===== src/rtl/mkpq_pkg.sv =====
// shared types, codes and ordering function of the multi-key priority queue
// no dependencies; used by mkpq_store and multi_key_priority_queue
package mkpq_pkg;

	localparam int MKPQ_CAPACITY = 16;

	// operation codes
	localparam logic [1:0] FUNC_PUSH = 2'd0;
	localparam logic [1:0] FUNC_POP  = 2'd1;
	localparam logic [1:0] FUNC_PEEK = 2'd2;

	// status codes
	localparam logic [1:0] STAT_OK    = 2'd0;
	localparam logic [1:0] STAT_EMPTY = 2'd1;
	localparam logic [1:0] STAT_FULL  = 2'd2;

	// kind codes
	localparam logic [1:0] KIND_SYSTEM  = 2'd0;
	localparam logic [1:0] KIND_MESSAGE = 2'd1;

	// kind ranks
	localparam logic [1:0] RANK_MESSAGE = 2'd3;
	localparam logic [1:0] RANK_SYSTEM  = 2'd2;
	localparam logic [1:0] RANK_OTHER   = 2'd1;

	typedef struct packed {
		logic [1:0]          func;
		logic [1:0]          kind;
		logic                urgent;
		logic signed [31:0]  timestamp;
		logic [31:0]         seq_number;
		logic [15:0]         payload_tag;
	} req_t;

	typedef struct packed {
		logic [1:0]          status;
		logic [1:0]          out_kind;
		logic                out_urgent;
		logic signed [31:0]  out_timestamp;
		logic [31:0]         out_seq_number;
		logic [15:0]         out_payload_tag;
		logic [4:0]          entry_count;
	} rsp_t;

	typedef struct packed {
		logic [1:0]          kind;
		logic                urgent;
		logic signed [31:0]  timestamp;
		logic [31:0]         seq_number;
		logic [15:0]         payload_tag;
	} entry_t;

	typedef enum logic [2:0] {
		ST_IDLE,
		ST_SCAN,
		ST_PICK,
		ST_SHIFT,
		ST_RESULT
	} state_t;

	function automatic logic [1:0] kind_rank(input logic [1:0] kind);
		logic [1:0] r;
		if (kind == KIND_MESSAGE) begin
			r = RANK_MESSAGE;
		end else if (kind == KIND_SYSTEM) begin
			r = RANK_SYSTEM;
		end else begin
			r = RANK_OTHER;
		end
		return r;
	endfunction

	// true when entry a strictly outranks entry b
	function automatic logic outranks(input entry_t a, input entry_t b);
		logic ua;
		logic ub;
		logic [1:0] ra;
		logic [1:0] rb;
		logic res;
		ua = (a.kind == KIND_SYSTEM) && a.urgent;
		ub = (b.kind == KIND_SYSTEM) && b.urgent;
		ra = kind_rank(a.kind);
		rb = kind_rank(b.kind);
		if (ua != ub) begin
			res = ua;
		end else if (a.timestamp != b.timestamp) begin
			res = $signed(a.timestamp) < $signed(b.timestamp);
		end else if (ra != rb) begin
			res = ra > rb;
		end else begin
			res = a.seq_number < b.seq_number;
		end
		return res;
	endfunction

endpackage


===== src/rtl/mkpq_store.sv =====
// entry store of the priority queue: one write port, one registered read port
// depends on mkpq_pkg (entry_t)
module mkpq_store #(
	parameter int DEPTH = mkpq_pkg::MKPQ_CAPACITY,
	parameter int AW    = $clog2(DEPTH)
) (
	input  logic                clk,
	input  logic                wr_en,
	input  logic [AW-1:0]       wr_addr,
	input  mkpq_pkg::entry_t    wr_data,
	input  logic                rd_en,
	input  logic [AW-1:0]       rd_addr,
	output mkpq_pkg::entry_t    rd_data
);
	import mkpq_pkg::*;

	entry_t mem_q [DEPTH];
	entry_t rd_data_q;

	always_ff @(posedge clk) begin
		if (wr_en) begin
			mem_q[wr_addr] <= wr_data;
		end
	end

	always_ff @(posedge clk) begin
		if (rd_en) begin
			rd_data_q <= mem_q[rd_addr];
		end
	end

	assign rd_data = rd_data_q;

endmodule


===== src/rtl/multi_key_priority_queue.sv =====
// top level of the multi-key priority queue: sequencer, one shared comparator
// depends on mkpq_pkg and mkpq_store
//
//   channel | signals                      | direction | payload
//   --------+------------------------------+-----------+---------------------
//   req     | req_valid, req_ready, req    | in        | op and entry fields
//   rsp     | rsp_valid, rsp_ready, rsp    | out       | status, entry, count
//
// push, unused op, pop or peek on empty: from accept straight to the result state
// peek: scan, pick and result states, one store read per entry through a single comparator
// pop: scan, pick, then a shift of the entries after the chosen one; the shift reuses the read port
// reset clears the sequencer, fill count and result valid; the store needs no clear
// req_ready is high only while the sequencer is idle; a held result does not
// block accepting the next item, only the next result load
module multi_key_priority_queue #(
	parameter int CAPACITY = mkpq_pkg::MKPQ_CAPACITY
) (
	input  logic            clk,
	input  logic            arst_n,
	input  logic            req_valid,
	output logic            req_ready,
	input  mkpq_pkg::req_t  req,
	output logic            rsp_valid,
	input  logic            rsp_ready,
	output mkpq_pkg::rsp_t  rsp
);
	import mkpq_pkg::*;

	localparam int IW = $clog2(CAPACITY);
	localparam int CW = $clog2(CAPACITY + 1);

	// sequencer and control registers
	state_t         state_q, state_d;
	logic [CW-1:0]  fill_q, fill_d;
	logic [CW-1:0]  idx_q, idx_d;          // index of the read in flight
	logic [IW-1:0]  best_idx_q, best_idx_d;
	logic [1:0]     op_q, op_d;
	logic [1:0]     status_q, status_d;
	logic           sel_q, sel_d;          // result carries a selected entry
	logic           rsp_valid_q, rsp_valid_d;

	// payload registers
	entry_t         best_q, best_d;
	rsp_t           rsp_q, rsp_d;

	// store port
	logic           wr_en;
	logic [IW-1:0]  wr_addr;
	entry_t         wr_data;
	logic           rd_en;
	logic [IW-1:0]  rd_addr;
	entry_t         rd_data;

	logic           req_acc;
	logic           rsp_load;
	logic [CW-1:0]  idx_next;
	logic [CW-1:0]  best_next;
	logic [CW+4:0]  cnt_ext;
	entry_t         push_entry;

	mkpq_store #(
		.DEPTH (CAPACITY),
		.AW    (IW)
	) u_store (
		.clk     (clk),
		.wr_en   (wr_en),
		.wr_addr (wr_addr),
		.wr_data (wr_data),
		.rd_en   (rd_en),
		.rd_addr (rd_addr),
		.rd_data (rd_data)
	);

	assign req_ready = (state_q == ST_IDLE);
	assign req_acc   = req_valid && req_ready;
	assign rsp_valid = rsp_valid_q;
	assign rsp       = rsp_q;

	assign idx_next  = idx_q + CW'(1);
	assign best_next = CW'(best_idx_q) + CW'(1);
	// entry count is the fill masked to five bits
	assign cnt_ext   = {5'd0, fill_q};

	assign push_entry.kind        = req.kind;
	assign push_entry.urgent      = req.urgent;
	assign push_entry.timestamp   = req.timestamp;
	assign push_entry.seq_number  = req.seq_number;
	assign push_entry.payload_tag = req.payload_tag;

	// result register loads in the result state when empty or being drained
	assign rsp_load = (state_q == ST_RESULT) && (!rsp_valid_q || rsp_ready);

	always_ff @(posedge clk or negedge arst_n) begin
		if (!arst_n) begin
			state_q <= ST_IDLE;
		end else begin
			state_q <= state_d;
		end
	end

	always_ff @(posedge clk or negedge arst_n) begin
		if (!arst_n) begin
			fill_q      <= '0;
			idx_q       <= '0;
			best_idx_q  <= '0;
			op_q        <= FUNC_PUSH;
			status_q    <= STAT_OK;
			sel_q       <= 1'b0;
			rsp_valid_q <= 1'b0;
		end else begin
			fill_q      <= fill_d;
			idx_q       <= idx_d;
			best_idx_q  <= best_idx_d;
			op_q        <= op_d;
			status_q    <= status_d;
			sel_q       <= sel_d;
			rsp_valid_q <= rsp_valid_d;
		end
	end

	always_ff @(posedge clk) begin
		best_q <= best_d;
		rsp_q  <= rsp_d;
	end

	// next state, store control and result assembly
	always_comb begin
		state_d     = state_q;
		fill_d      = fill_q;
		idx_d       = idx_q;
		best_idx_d  = best_idx_q;
		op_d        = op_q;
		status_d    = status_q;
		sel_d       = sel_q;
		best_d      = best_q;
		rsp_d       = rsp_q;
		rsp_valid_d = rsp_valid_q;
		wr_en       = 1'b0;
		wr_addr     = fill_q[IW-1:0];
		wr_data     = push_entry;
		rd_en       = 1'b0;
		rd_addr     = '0;

		if (rsp_valid_q && rsp_ready) begin
			rsp_valid_d = 1'b0;
		end

		unique case (state_q)
			ST_IDLE: begin
				if (req_acc) begin
					op_d     = req.func;
					status_d = STAT_OK;
					sel_d    = 1'b0;
					state_d  = ST_RESULT;
					case (req.func) inside
						FUNC_PUSH: begin
							if (fill_q == CW'(CAPACITY)) begin
								status_d = STAT_FULL;
							end else begin
								// append at the end of the store
								wr_en  = 1'b1;
								fill_d = fill_q + CW'(1);
							end
						end
						FUNC_POP, FUNC_PEEK: begin
							if (fill_q == '0) begin
								status_d = STAT_EMPTY;
							end else begin
								// start the scan at entry zero
								rd_en   = 1'b1;
								rd_addr = '0;
								idx_d   = '0;
								sel_d   = 1'b1;
								state_d = ST_SCAN;
							end
						end
						default: begin
							// unused op code: no operation
						end
					endcase
				end
			end

			ST_SCAN: begin
				// shared comparator: entry in flight against current best
				if (idx_q == '0 || outranks(rd_data, best_q)) begin
					best_d     = rd_data;
					best_idx_d = idx_q[IW-1:0];
				end
				if (idx_next < fill_q) begin
					rd_en   = 1'b1;
					rd_addr = idx_next[IW-1:0];
					idx_d   = idx_next;
				end else begin
					state_d = ST_PICK;
				end
			end

			ST_PICK: begin
				if (op_q == FUNC_POP) begin
					if (best_next < fill_q) begin
						// first entry after the chosen one moves down
						rd_en   = 1'b1;
						rd_addr = best_next[IW-1:0];
						idx_d   = best_next;
						state_d = ST_SHIFT;
					end else begin
						fill_d  = fill_q - CW'(1);
						state_d = ST_RESULT;
					end
				end else begin
					state_d = ST_RESULT;
				end
			end

			ST_SHIFT: begin
				// write the entry read last cycle one place lower
				wr_en   = 1'b1;
				wr_addr = IW'(idx_q - CW'(1));
				wr_data = rd_data;
				if (idx_next < fill_q) begin
					rd_en   = 1'b1;
					rd_addr = idx_next[IW-1:0];
					idx_d   = idx_next;
				end else begin
					fill_d  = fill_q - CW'(1);
					state_d = ST_RESULT;
				end
			end

			ST_RESULT: begin
				if (rsp_load) begin
					rsp_d.status          = status_q;
					rsp_d.out_kind        = sel_q ? best_q.kind : 2'd0;
					rsp_d.out_urgent      = sel_q ? best_q.urgent : 1'b0;
					rsp_d.out_timestamp   = sel_q ? best_q.timestamp : 32'sd0;
					rsp_d.out_seq_number  = sel_q ? best_q.seq_number : 32'd0;
					rsp_d.out_payload_tag = sel_q ? best_q.payload_tag : 16'd0;
					rsp_d.entry_count     = cnt_ext[4:0];
					rsp_valid_d           = 1'b1;
					state_d               = ST_IDLE;
				end
			end

			default: begin
				state_d = ST_IDLE;
			end
		endcase
	end

`ifndef SYNTHESIS
	a_fill_bound: assert property (@(posedge clk) disable iff (!arst_n)
		fill_q <= CW'(CAPACITY))
		else $error("fill count above capacity");

	a_idx_in_fill: assert property (@(posedge clk) disable iff (!arst_n)
		(state_q == ST_SCAN || state_q == ST_SHIFT) |-> idx_q < fill_q)
		else $error("store read beyond stored entries");

	a_pick_nonempty: assert property (@(posedge clk) disable iff (!arst_n)
		(state_q == ST_PICK) |-> (fill_q != '0 && sel_q))
		else $error("selection with an empty store");

	a_push_grows: assert property (@(posedge clk) disable iff (!arst_n)
		(req_acc && req.func == FUNC_PUSH && fill_q != CW'(CAPACITY))
		|=> fill_q == $past(fill_q) + CW'(1))
		else $error("push did not grow the fill count");
`endif

endmodule


===== config.mk =====
export PLATFORM = sky130hd
export DESIGN_NAME = multi_key_priority_queue
export DESIGN_NICKNAME = d
export VERILOG_FILES = /design/src/rtl/mkpq_pkg.sv /design/src/rtl/mkpq_store.sv /design/src/rtl/multi_key_priority_queue.sv
export SDC_FILE = /design/constraint.sdc
export NUM_CORES = 2
export LEC_CHECK = 0
export BUFFER_PORTS_ARGS = -buffer_cell sky130_fd_sc_hd__buf_2
export CAP_MARGIN = 20
export CORE_MARGIN = 1.5
export CORE_UTILIZATION = 40
export DETAILED_ROUTE_END_ITERATION = 6
export PLACE_DENSITY = 0.6
export SETUP_SLACK_MARGIN = 0.4
export SLEW_MARGIN = 10
export SYNTH_ARGS = -nofsm -noshare
export SYNTH_HDL_FRONTEND = slang
export SYNTH_HIERARCHICAL = 1
export SYNTH_SLANG_ARGS = --single-unit

===== constraint.sdc =====
create_clock -name clk -period 15.3 [get_ports clk]
set_input_delay 1.53 -clock clk [delete_from_list [all_inputs] [get_ports clk]]
set_output_delay 1.53 -clock clk [all_outputs]
set_load 0.02 [all_outputs]

# Word level (Yosys, flattened, before mapping)
# Memory sizes are Yosys's and may differ from the RTL's. A register that Yosys moved wholly into a read port is not among the register bits.
# Index checks and enable logic that the tools add are counted.
[word_totals]
inputBits = 89
register_bits = 196
out_inout_bits = 92
elab_cells = 143
n_memories = 1
mem_bits_rw = 1328
[op_classes]
n_mux = 62
n_addsub = 5
n_eq_ne = 26
n_lt_le_gt_ge = 5
reduce_logical = 24
[memory_table]
columns = ["memory", "depth", "word_bits", "rd", "rd_ports_with_merged_regs", "wr", "line", "text"]
rows = [
  ["u_store.mem_q", 16, 83, 1, 1, 1, "mkpq_store.sv:17", "entry_t mem_q [DEPTH];"],
]
[ops]
columns = ["cell", "n"]
rows = [
  ["$mux W83", 1],
  ["$mux W5", 13],
  ["$lt A32 B32 Y1", 2],
  ["$ne A32 B32 Y1", 1],
  ["$pmux W5 S3", 2],
  ["$mux W3", 9],
  ["$mux W1", 21],
  ["$ne A2 B2 Y1 const B", 9],
  ["$mux W2", 8],
  ["$mux W4", 4],
  ["$pmux W3 S5", 1],
  ["$add A5 B1 Y5 const B", 2],
  ["$logic_not A5 Y1", 2],
  ["$lt A5 B5 Y1", 2],
  ["$eq A2 B1 Y1 const B", 4],
  ["$ne A2 B1 Y1 const B", 4],
  ["$pmux W4 S2", 1],
  ["$reduce_and A8 Y1", 1],
  ["$reduce_and A7 Y1", 1],
  ["$eq A3 B2 Y1 const B", 2],
  ["$logic_not A2 Y1", 3],
  ["$reduce_and A2 Y1", 3],
  ["$reduce_bool A3 Y1", 2],
  ["$add A4 B1 Y5 const B", 1],
  ["other kinds (17)", 23],
]

# Depth between registers and ports, before layout
[depth]
ltp_word = 11
ltp_mapped = 16
ltp_nobuf = 13

# Modules after synthesis
# Netlist, hierarchy kept.
[by_module_without_submodules]
columns = ["module", "instances", "seq_area_each_um2", "area_each_um2", "cells_per_inst"]
rows = [
  ["mkpq_store", 1, 42370.6, 52135.0, 2129],
  ["multi_key_priority_queue", 1, 5770.5, 10064.7, 781],
]

# Worst setup path before layout
# OpenSTA, ideal clock, no wires.
[synth_path]
path_kind = "in2reg"
start = "in req_valid"
end = "mem u_store/mem_q[0][0] (netlist name) (enable)"
path_buffers = 1
t_required_ns = 14.674
setup_slack_ns = 6.558
path_stages = 7
t_arrival_ns = 8.116
cell_sequence = "nand2_1 > clkbuf_1 > a21oi_1 > nand2_1 > nand2_1 > or3b_1 > nor3_1"
[synth_between]
elab_chain_len = 5
[synth_rtl]
columns = ["item", "line", "text"]
rows = [
  ["start: declaration", "multi_key_priority_queue.sv:20", "input logic req_valid,"],
  ["$logic_and A1 B1 Y1", "multi_key_priority_queue.sv:75", "assign req_acc = req_valid && req_ready;"],
  ["$mux W1", "multi_key_priority_queue.sv:150", "if (req_acc) begin"],
  ["$pmux W1 S2", "multi_key_priority_queue.sv:148", "unique case (state_q)"],
  ["net wr_en", "multi_key_priority_queue.sv:47", "logic wr_en;"],
  ["$mux W1", "mkpq_store.sv:21", "if (wr_en) begin"],
  ["$mux W1 (not written as such)", "mkpq_store.sv:22", "mem_q[wr_addr] <= wr_data;"],
  ["end: declaration", "mkpq_store.sv:17", ""],
]
# The timed path passes the listed nets, and every way through them passes these cells.

# Worst setup path in the final report
[layout_path]
start = "reg idx_q[0]"
end = "reg u_store/rd_data[60] (netlist name)"
[layout_between]
elab_chain_len = 4
[layout_rtl]
columns = ["item", "line", "text"]
rows = [
  ["start: declaration", "multi_key_priority_queue.sv:35", "logic [CW-1:0] idx_q, idx_d;"],
  ["start signal: assignment", "multi_key_priority_queue.sv:112", "idx_q <= idx_d;"],
  ["$add A5 B1 Y5 (*)", "multi_key_priority_queue.sv:79", "assign idx_next = idx_q + CW'(1);"],
  ["$lt A5 B5 Y1", "multi_key_priority_queue.sv:190, multi_key_priority_queue.sv:221", ""],
  ["$mux W4 (*)", "multi_key_priority_queue.sv:190, multi_key_priority_queue.sv:221", ""],
  ["$pmux W4 S2 (*)", "multi_key_priority_queue.sv:148", ""],
  ["net rd_addr[0]", "multi_key_priority_queue.sv:51", "logic [IW-1:0] rd_addr;"],
]
# The timed path passes the listed nets; every way through them passes the cells marked *.
# A chain may end at the register's enable or synchronous reset.

==> flow_results.org <==
** Run status
- The run finished, with violations left.
- Failing checks :: DRC

** Synth
- Synthesized area per cell :: 21.4 µm²
- Synthesis inferred 1607 register bits.
- Of the synthesized area, sequential elements account for 0.774.
- After synthesis, the share of flip-flops with an asynchronous set or reset is 0.0143.
- Post-synth EDFFs :: 1584
- For this run, the number of Yosys warnings is 6.
- Synthesized Nets :: 3081
- Synth cell types :: 65
- Among all flip-flop cells after synthesis, the most frequent one is sky130_fd_sc_hd__edfxtp_1.
- In the synthesized netlist, the number of instances is 2910.
- After synthesis the cells add up to 62200 µm².

** Timing
- Setup repair after global routing missed its margin :: false
- Final count of negative-setup-slack endpoints :: 0
- Transition time at the pin with the least slew margin :: 1.13 ns
- Maximum frequency from static timing analysis :: 0.163 GHz
- Max_slew headroom :: 0.247
- Dividing the final minimum period by the clock period gives 0.402.
- Setup total negative slack :: 0 ns
- Final-report max-slew violation count :: 0
- Across the routed clock network, the largest skew measured is 0.0223 ns.
- Post-layout minimum cycle time :: 6.15 ns
- The count of endpoints failing hold in the final timing report is 0.

** Cells and area
- Share of layout cells above drive strength 1 :: 0.279
- At the end of the flow, the number of nets in the layout was 3349.
- Share of the core filled with cells in the final layout :: 0.459
- Layout area overhead :: 13.9%

** Critical path
- Endpoint class of the critical path :: register
- CP Class :: reg -> reg
- Critical register-to-register path startpoint :: idx_q[0]
- Critical Path Fanout Max :: 108
- Critical path startpoint category :: register
- Arrival time at the worst endpoint :: 6.68 ns
- Launch point of the worst path :: idx_q[0]
- Data required time at the worst endpoint :: 15.83 ns

** Global route
- The via count of the first global-routing pass was 30026.
- Met2 routing resource usage after global routing :: 0.301
- Largest net degree at the start of global routing :: 154
- met2 is the most crowded layer.
- The number of antenna violations at the first check in global routing is 10.
- Wire length of the first global-routing pass :: about 210000 µm
- In the global route stage, overall resource usage came out at 0.187.
- Met3 track demand over resource :: 0.0333
- Summed over all layers, the global routing overflow is 0.
- For met1 alone, demand over resource in global routing was 0.261.

** Clock tree
- Clock tree from TritonCTS :: yes
- In this run, post-CTS repair resized a total of 0 instances.
- For this design, the CTS-stage hold fixing added 0 buffers.
- Clock-pin slew was measured on the worst setup and hold paths at ~0.06 ns.
- The number of setup buffers added after CTS is 0.
- Number of buffers inserted during clock tree synthesis :: ~160
- Counting every sink on the clock net gives between 1500 and 2000.
- Clock latency on the worst-skew pair, taken at its later pin, is roughly 0.8 ns.
- Clock tree synthesis selected as its root buffer the cell sky130_fd_sc_hd__clkbuf_16.
- The clock tree synthesis step divided the H-tree into 4 levels.
- CTS Buffer Depth :: 3

** Route
- Summed over all layers, the routed wires come to 147000 µm.
- DR vias/cell :: about 5.5
- In this run the remaining antenna-violating nets after routing total 0.
- Dividing the detail-routed wire length by the instance count gives 27.4 µm.
- In the routed design, unresolved DRC markers number 16.
- Detailed Routing Iterations Pass 1 :: 7
- Total via count after detailed routing :: 29365
- Starting DRT DRC Count :: 2870

** Power and ir drop
- In this run the static leakage power is 0.0228 µW.
- Across the VDD grid, the largest voltage drop is around 0.00014 V.
- In this run the power density over the cells is 171 nW/µm².

** Floorplan
- The floorplan step defined a die boundary enclosing 158000 µm².
- Measured along the x axis, the die boundary spans 397 µm.
- approximately 180 I/O pins were placed.
- For this configuration, the core starts out at a cell density of 0.403.
- Std-Cell Rows :: 144
- In this run the vertical extent of the chip is 397 µm.
- Core box area :: 154000 µm²

** Placement
- Port buffering added 180 buffers.
- After legalization and detailed placement, the total HPWL measured 75000 µm.
- At the end of routability-driven placement, the weighted congestion stood at about 0.76.

** Job
- Max capacitance violation total :: 0

** Worst hold path
- HP Start :: u_store/rd_data[8]
- The tightest min-delay check is of the reg -> reg type.
-- report_power, final --
part	switching [µW]	internal [µW]
registers	236	5430
clock network	1640	2230
logic	1490	1100
-- cell usage in the layout, fill, tap and decap left out, drive strengths merged, types with 6 or more instances in the layout --
master	Yosys	final
nor2	30	30
clkinv	0	67
edfxtp	1584	1584
a21oi	34	34
o21ai	19	19
bufinv	0	16
xnor2	6	6
inv	81	89
mux4	332	332
a22oi	168	168
nand3	14	14
and2	84	84
nand4	12	12
clkbuf	68	200
ha	81	81
a21o	7	7
mux2	84	84
nor3	10	10
xor2	7	7
dfrtp	23	23
nand2	125	125
and3	6	6
nor2b	8	8
buf	70	244
-- worst paths after layout --
path                       cells after the start  slack (ns)                  end
max                                           16        9.15  u_store/rd_data[60]
min                                            0        0.45            best_q[8]
max reg2reg                                   16        9.15  u_store/rd_data[60]
min reg2reg                                    0        0.45            best_q[8]
max in group asynchronous                      1       14.12                sel_q
min in group asynchronous                      1        0.75              op_q[0]
-- synth_stat cells (2+ instances only) --
cell type | instances | share of area
sky130_fd_sc_hd__clkbuf_1 | 68 | 0.0041
sky130_fd_sc_hd__a21boi_0 | 3 | 0.00036
sky130_fd_sc_hd__a21o_1 | 7 | 0.00084
sky130_fd_sc_hd__a22oi_1 | 168 | 0.020
sky130_fd_sc_hd__mux2_2 | 83 | 0.015
sky130_fd_sc_hd__and3_1 | 6 | 0.00060
sky130_fd_sc_hd__mux2i_1 | 2 | 0.00032
sky130_fd_sc_hd__nand3b_1 | 3 | 0.00036
sky130_fd_sc_hd__xnor2_1 | 6 | 0.00084
sky130_fd_sc_hd__o21a_1 | 5 | 0.00060
sky130_fd_sc_hd__buf_1 | 17 | 0.0010
sky130_fd_sc_hd__nor2_1 | 30 | 0.0018
sky130_fd_sc_hd__buf_4 | 10 | 0.0012
sky130_fd_sc_hd__o21ai_0 | 17 | 0.0014
sky130_fd_sc_hd__a32o_2 | 2 | 0.00036
sky130_fd_sc_hd__nand2b_1 | 5 | 0.00050
sky130_fd_sc_hd__inv_1 | 80 | 0.0048
sky130_fd_sc_hd__edfxtp_1 | 1584 | 0.76
sky130_fd_sc_hd__o211ai_1 | 3 | 0.00036
sky130_fd_sc_hd__a22o_1 | 2 | 0.00028
sky130_fd_sc_hd__buf_2 | 27 | 0.0022
sky130_fd_sc_hd__a211oi_1 | 3 | 0.00036
sky130_fd_sc_hd__buf_6 | 16 | 0.0029
sky130_fd_sc_hd__nand3_1 | 14 | 0.0011
sky130_fd_sc_hd__a31o_2 | 2 | 0.00028
sky130_fd_sc_hd__o21ai_1 | 2 | 0.00016
sky130_fd_sc_hd__dfrtp_1 | 23 | 0.0093
sky130_fd_sc_hd__ha_1 | 81 | 0.016
sky130_fd_sc_hd__mux4_2 | 332 | 0.12
sky130_fd_sc_hd__and2_1 | 84 | 0.0084
sky130_fd_sc_hd__nand2_1 | 125 | 0.0075
sky130_fd_sc_hd__nor2b_1 | 8 | 0.00080
sky130_fd_sc_hd__nor3_1 | 10 | 0.00080
sky130_fd_sc_hd__xor2_1 | 7 | 0.00099
sky130_fd_sc_hd__a21oi_1 | 34 | 0.0027
sky130_fd_sc_hd__nand4_1 | 11 | 0.0011
sky130_fd_sc_hd__nor4_1 | 2 | 0.00020
-- critical path, cell delays in order (launching register included) --
cell and delay (ns):
sky130_fd_sc_hd__dfrtp_1 0.51, sky130_fd_sc_hd__inv_1 0.15, sky130_fd_sc_hd__ha_1 0.35, sky130_fd_sc_hd__ha_1 0.27, sky130_fd_sc_hd__a21boi_0 0.12, sky130_fd_sc_hd__o21a_1 0.19
sky130_fd_sc_hd__o21ai_1 0.11, sky130_fd_sc_hd__nand2b_1 0.07, sky130_fd_sc_hd__a21oi_1 0.44, sky130_fd_sc_hd__nand2_1 0.29, sky130_fd_sc_hd__o22ai_4 0.22, sky130_fd_sc_hd__buf_4 0.60
sky130_fd_sc_hd__buf_12 0.74, sky130_fd_sc_hd__buf_4 0.79, sky130_fd_sc_hd__mux4_2 0.61, sky130_fd_sc_hd__a22oi_1 0.22, sky130_fd_sc_hd__nand2_1 0.09
-- flip-flops by register name, summed over array words and instances, names as in the netlist --
register,count
u_store/rd_data,83
op_q,2
best_q,83
rsp,90
sel_q,1
status_q,2
state_q,3
best_idx_q,4
u_store/mem_q,1328
idx_q,5
rsp_valid,1
fill_q,5
-- metal layers --
metal / wire [µm] / up-vias
met1: 62100 / 15581
met2: 71400 / 1030
met5: 13 / -
li1: - / 12548
met3: 9460 / 204
met4: 3770 / 2
-- kinds of logic after synthesis --
logic type | after synthesis | share of synthesized area
xor gates and xnor gates | 13 | 0.00183
adders and majority gates | 83 | 0.0168
AOI/OAI and AO/OA | 263 | 0.0304
buffers and inverters | 219 | 0.0163
DFF | 1607 | 0.774
muxes | 419 | 0.136
and+or+nand+nor | 306 | 0.0247
-- per-stage QoR --
stage / total power (µW) / hold WS (ns) / cell area (µm²) / std cells / setup WS (ns)
finish: 12100 / 0.445 / 70900 / 5357 / 9.15
CTS: 12300 / 0.444 / 70800 / 5352 / 9.00
detailed placement: 8390 / 0.440 / 65700 / 5059 / 9.02
global placement: 8370 / 0.430 / 65700 / 5059 / 9.09
floorplan: 7580 / 0.422 / 62200 / 2910 / 6.56
global route: 12700 / 0.465 / 70800 / 5354 / 8.62
-- area by class of cell --
cell class	instances	area [µm²]
clock inverters	94	940
clock buffers	199	4210
diodes	3	7.51
flip-flops and latches	1607	48100
well taps	2044	2560
repair buffers	245	1460
multi-input cells	1084	13200
fillers	12925	83400
inverters	81	309
No activity file was read; power rests on OpenSTA's default activity.
